--- src/rtl/core/sbpo_pkg.sv ---
// Shared constants for the sphere box push-out pipeline.
package sbpo_pkg;

    localparam int COORD_WIDTH_DEF = 32;
    localparam int FRAC_BITS_DEF   = 12;
    localparam int RADIUS_W        = 24;
    localparam int D_W             = RADIUS_W + 1;
    localparam int SQ_W            = 2 * D_W;
    localparam int LEN_W           = SQ_W / 2;
    localparam int QUO_W           = RADIUS_W;
    localparam int LANES           = 3;

endpackage

--- src/rtl/core/sbpo_sqrt.sv ---
// Pipelined integer square root, one result bit per register stage.
module sbpo_sqrt #(
    parameter int IN_W   = sbpo_pkg::SQ_W,
    parameter int SIDE_W = 1
) (
    input  logic                aclk,
    input  logic                aresetn,
    input  logic                en,
    input  logic                in_valid,
    input  logic [IN_W-1:0]     in_rad,
    input  logic [SIDE_W-1:0]   in_side,
    output logic                out_valid,
    output logic [IN_W/2-1:0]   out_root,
    output logic [SIDE_W-1:0]   out_side
);

    localparam int RW = IN_W / 2;

    logic [IN_W-1:0]   rem_reg   [1:RW];
    logic [RW-1:0]     root_reg  [1:RW];
    logic              valid_reg [1:RW];
    logic [SIDE_W-1:0] side_reg  [1:RW];

    for (genvar j = 0; j < RW; j++) begin : g_stage
        localparam int K = RW - 1 - j;
        logic [IN_W-1:0]   rem_cur;
        logic [RW-1:0]     root_cur;
        logic              valid_cur;
        logic [SIDE_W-1:0] side_cur;
        logic [IN_W:0]     trial;
        logic [IN_W-1:0]   rem_next;
        logic [RW-1:0]     root_next;

        if (j == 0) begin : g_first
            assign rem_cur   = in_rad;
            assign root_cur  = '0;
            assign valid_cur = in_valid;
            assign side_cur  = in_side;
        end else begin : g_rest
            assign rem_cur   = rem_reg[j];
            assign root_cur  = root_reg[j];
            assign valid_cur = valid_reg[j];
            assign side_cur  = side_reg[j];
        end

        assign trial = ({1'b0, {(IN_W-RW){1'b0}}, root_cur} << (K + 1))
                     | ((IN_W+1)'(1) << (2 * K));

        always_comb begin
            rem_next  = rem_cur;
            root_next = root_cur;
            if ({1'b0, rem_cur} >= trial) begin
                rem_next  = rem_cur - trial[IN_W-1:0];
                root_next = root_cur | (RW'(1) << K);
            end
        end

        always_ff @(posedge aclk) begin
            if (!aresetn) begin
                valid_reg[j+1] <= 1'b0;
            end else if (en) begin
                valid_reg[j+1] <= valid_cur;
            end
        end

        always_ff @(posedge aclk) begin
            if (en) begin
                rem_reg[j+1]  <= rem_next;
                root_reg[j+1] <= root_next;
                side_reg[j+1] <= side_cur;
            end
        end
    end

    assign out_valid = valid_reg[RW];
    assign out_root  = root_reg[RW];
    assign out_side  = side_reg[RW];

endmodule

--- config.mk ---
export PLATFORM = sky130hd
export DESIGN_NAME = sbpo_sqrt
export DESIGN_NICKNAME = d
export VERILOG_FILES = /design/src/rtl/core/sbpo_pkg.sv /design/src/rtl/core/sbpo_sqrt.sv
export SDC_FILE = /design/constraint.sdc
export NUM_CORES = 2
export LEC_CHECK = 0
export BUFFER_PORTS_ARGS = -buffer_cell sky130_fd_sc_hd__buf_2
export CAP_MARGIN = 30
export CELL_PAD_IN_SITES_DETAIL_PLACEMENT = 1
export CELL_PAD_IN_SITES_GLOBAL_PLACEMENT = 2
export CORE_MARGIN = 2
export CORE_UTILIZATION = 45
export CTS_BUF_LIST = sky130_fd_sc_hd__clkbuf_16
export CTS_CLUSTER_SIZE = 25
export DETAILED_ROUTE_END_ITERATION = 8
export PLACE_DENSITY = 0.79
export SYNTH_ARGS = -nofsm -noshare
export SYNTH_HDL_FRONTEND = slang
export SYNTH_SLANG_ARGS = --single-unit
export TNS_END_PERCENT = 1
--- constraint.sdc ---
create_clock -name aclk -period 4.5 [get_ports aclk]
set_input_delay 0.225 -clock aclk [delete_from_list [all_inputs] [get_ports aclk]]
set_output_delay 0.225 -clock aclk [all_outputs]
set_load 0.05 [all_outputs]
# ---- Yosys cells after proc, flatten, opt, wreduce, memory -nomap -nowiden
# Memories as Yosys holds them, arrays and structs flattened.
# Index checks and enable logic that the tools add are counted.
dict set report classes {
  muxes 80
  n_lt_le_gt_ge 25
  add_sub_neg 25
  bitwise_logic 25
}
# operator n
set ops {}
lappend ops {{50-bit two-way mux} 25}
lappend ops {{50-bit by 26-bit >= comparator with 1-bit output} 1}
lappend ops {{50-bit by 27-bit >= comparator with 1-bit output} 1}
lappend ops {{50-bit by 28-bit >= comparator with 1-bit output} 1}
lappend ops {{50-bit by 29-bit >= comparator with 1-bit output} 1}
lappend ops {{50-bit by 30-bit >= comparator with 1-bit output} 1}
lappend ops {{50-bit by 31-bit >= comparator with 1-bit output} 1}
lappend ops {{50-bit by 32-bit >= comparator with 1-bit output} 1}
lappend ops {{50-bit by 33-bit >= comparator with 1-bit output} 1}
lappend ops {{50-bit by 34-bit >= comparator with 1-bit output} 1}
lappend ops {{50-bit by 35-bit >= comparator with 1-bit output} 1}
lappend ops {{50-bit by 36-bit >= comparator with 1-bit output} 1}
lappend ops {{50-bit by 37-bit >= comparator with 1-bit output} 1}
lappend ops {{50-bit by 38-bit >= comparator with 1-bit output} 1}
lappend ops {{50-bit by 39-bit >= comparator with 1-bit output} 1}
lappend ops {{50-bit by 40-bit >= comparator with 1-bit output} 1}
lappend ops {{50-bit by 41-bit >= comparator with 1-bit output} 1}
lappend ops {{50-bit by 42-bit >= comparator with 1-bit output} 1}
lappend ops {{50-bit by 43-bit >= comparator with 1-bit output} 1}
lappend ops {{50-bit by 44-bit >= comparator with 1-bit output} 1}
lappend ops {{50-bit by 45-bit >= comparator with 1-bit output} 1}
lappend ops {{50-bit by 46-bit >= comparator with 1-bit output} 1}
lappend ops {{50-bit by 47-bit >= comparator with 1-bit output} 1}
lappend ops {{50-bit by 48-bit >= comparator with 1-bit output} 1}
lappend ops {{53 further kinds} 107}
dict set report totals {
  in_bits 55
  elab_cells 159
  mem_bits_rw 1925
  output_inout_bits 27
  reg_bits 0
  memories 4
}
# name words width read_ports rd_ports_with_merged_regs wr line_no
set memory_table {}
lappend memory_table {rem_reg 25 50 24 0 25 sbpo_sqrt.sv:19} ;# logic [IN_W-1:0] rem_reg [1:RW];
lappend memory_table {root_reg 25 25 25 0 25 sbpo_sqrt.sv:20} ;# logic [RW-1:0] root_reg [1:RW];
lappend memory_table {side_reg 25 1 25 0 25 sbpo_sqrt.sv:22} ;# logic [SIDE_W-1:0] side_reg [1:RW];
lappend memory_table {valid_reg 25 1 25 0 25 sbpo_sqrt.sv:21} ;# logic valid_reg [1:RW];

# ---- Longest topological paths before layout
dict set report depth {
  depth_word 4
  depth_mapped 14
  ltp_nobuf 11
}

# ---- Least setup slack after synthesis
# No wires, ideal clock.
dict set report synth_timing {
  path_kind {reg2reg}
  from {register, netlist name rem_reg[1][286]}
  to {register, netlist name rem_reg[1][348]}
  path_slack_ps 1091
  required_time_ps 4234
  n_path_buf 1
  arrival_ps 3143
  period_less_slack_ps 3409
  setup_ps 266
  stages_incl_launch_ff 11
  cell_sequence {edfxtp_1 -> ha_1 -> or4_1 -> or4_1 -> or4_1 -> a311o_1 -> a211o_1 -> buf_2 -> o311ai_1 -> nor3_1 -> xor2_1}
}

==> run metrics <==
max_cap viols 0; R2R Path Start rem_reg[2][323]; drt wl/cell 22.6 um; synth top area cells edfxtp_1 63%, ha_1 5.8%, xnor2_1 3.4%; outcome finished, violations left; VDD IR max 0.000482 V; input/output buffers 81; Ys Warns 0; power after layout 41.8 mW; Post-CTS Setup Bufs 0; Core ar. 165,000 um2; worst hold path stage count 2; Starting Density 0.453; CTS Sinks 1,575; Antenna Nets Post-Route 0; worst reg-to-reg path cell count 8; WP data arrival 4.61 ns; HP Class input pin to flip-flop; P per Cell Area 496 nW/um2; TNS Setup 0 ns; CP Buf/Inv Count 1; Worst-path clk slew 0.07 ns; largest net degree at the start of global routing 172; DRC violations left 10; DR iter-0 viols 3,264; Worst-Skew Late Latency 0.85 ns; Synth Flop Type edfxtp_1; Crit path max-delay family simple AND/OR/NAND/NOR gates; slowest stage cell on the critical path or4b_2; period utilisation layout 0.892; Post-synth EDFFs 1,575; Nets 6,498; fin util 0.511; CP Launch Type flip-flop; Max Slew Vio Count 0; antenna violations before repair 5; sequential fraction of the synthesis area 0.633; DRT Wirelength 190,000 um; fraction of layout cells with a size suffix above 1 0.0787; Final setup viols 0; top-area cell type share of the netlist area 0.633; count leader, synth edfxtp_1; Pleak 31.5 nW; number of gates resized after cts 0; crit path cell chain ha_1 -> nand4_1 -> or4b_2 -> nor4_1 -> nor3_1 -> nand4_1 -> buf_4 -> mux2_2; CTS tree yes; I/O pin count 82; first-pass iteration count of the detailed router 9; Die Span Y 411 um; vias in the first global route 49,410; H-tree depth 4; Post-Syn Area per Cell 12.8 um2; skew final 0.0560 ns; Critical Path Sink Type flip-flop; hold-fix buffer count after cts 56; crit-path max FO 40; r2r setup slk 0.49 ns; Vias/cell 5.62; synthesized flop and latch total 1,575; Post-synth ARST share 0; CTS buffer count 169; Largest register FFs 1,200; GP Congestion 0.862; WHS Endpoint rem_reg[0][68]; Worst Path Required 5.10 ns; syn_nets 6,246; CTS Buffer Depth 3; Least-Margin Pin Slew 1.00 ns; Setup CP Type flip-flop to flip-flop; Vias 47,373; failing checks DRC; DPL Wire Length 141,000 um; commonest cells in the netlist 1,575 x edfxtp_1, 423 x nor2_1, 415 x a21oi_1; library cells used by synthesis 85; post-synthesis cell count 5,845; Area Overhead vs Synth 12.8%; CP peak stage delay 0.68 ns; Slew Limit Headroom 0.333; area of the mapped netlist 74,700 um2; gr ovfl total 0; root buffer cell clkbuf_16; final hold violations 0; Critical Path Most Common Cell nand4_1; clock period minus worst slack 4.01 ns; RSZ-0062 raised after global routing false; DIE AREA 169,000 um2; hold_sp in_rad[18]; fmax 249 MHz; Global Route Usage Sum 0.225; top cell type by total area after synthesis edfxtp_1; row cnt 149; first-pass GRT wire length 295,000 um; reg2reg end rem_reg[2][358]; DIE WIDTH 411 um
==> worst max-delay path by stage <==
stage,startpoint,to,slack [ns],cells past startpoint
3_5_place_dp,rem_reg[2][325],rem_reg[2][358],0.66,8
6_report,rem_reg[2][323],rem_reg[2][358],0.49,8
4_1_cts,rem_reg[2][323],rem_reg[2][382],0.64,9
3_3_place_gp,rem_reg[1][244],rem_reg[1][286],0.61,7
5_1_grt,rem_reg[2][326],rem_reg[2][382],0.26,9
2_1_floorplan,rem_reg[1][286],rem_reg[1][348],1.09,10
==> cell usage in the layout, fill, tap and decap left out, types with 14 or more instances in the layout <==
cell type      count
nand4b_1          22
or4_1             52
o21a_1            62
and2_1            27
a211o_1           14
nand3_1           97
nand2b_1          74
and3_1            53
o21bai_1          20
or3_1             52
clkinv_1          34
nor3_1           143
o31ai_1           25
a31oi_1           20
nor2b_1           46
or2_2             17
clkinv_2          33
buf_2             80
bufinv_16         18
dlygate4sd3_1     56
a21o_1           101
nand3b_1          30
nand4_1          118
nor4b_1           33
o21ai_0          222
nor2_1           423
mux2_2            49
xor2_1           228
a21oi_1          415
edfxtp_1        1575
a211oi_1          37
ha_1             346
buf_4             46
xnor2_1          289
nor4_1           188
a21boi_0          25
clkbuf_16        170
o211ai_1          39
inv_1            432
nand2_1          295
==> per-stage QoR <==
stage	area [um2]	worst slack, ns	instances	hold slack, ns
2_1_floorplan	74700	1.09	5845	0.324
3_3_place_gp	78000	0.608	8053	0.400
3_5_place_dp	78100	0.659	8059	0.403
4_1_cts	84300	0.635	8425	0.0192
5_1_grt	84300	0.258	8425	0.0534
6_report	84300	0.488	8426	0.0969
==> final cells by class <==
cell class                      instances  area, um2
Tap cell                             2189       2740
Inverter                              409       1540
Timing Repair Buffer                  196       1560
Multi-Input combinational cell       3746      25500
Antenna cell                            1       2.50
Sequential cell                      1575      47300
Clock inverter                        140       1400
Fill cell                           16796      80700
Clock buffer                          170       4250
==> where the power goes <==
group          leakage (nW)  internal, mW  total (mW)  switching [mW]
logic                  13.6          3.17        7.77            4.60
clock network          2.84          8.00        14.0            6.04
registers              15.2          18.5        20.0            1.52
==> kinds of logic after synthesis <==
logic type,count (synthesis),share of synthesized area
and+or+nand+nor,1727,0.122
DFF,1575,0.633
AOI/OAI and AO/OA,1098,0.0911
buffers and inverters,524,0.0267
xor gates and xnor gates,517,0.0606
adders and majority gates,346,0.0579
muxes,58,0.00864
==> routing by layer <==
layer  up-vias  wire length, um  global-route usage
met4         2             4320              0.0601
met1     23691            80500               0.287
met3       271             7150              0.0301
li1      22530                -                   -
met5         -               20                   0
met2       879            98000               0.401
Note: power is estimated with default switching activity, not from simulation.
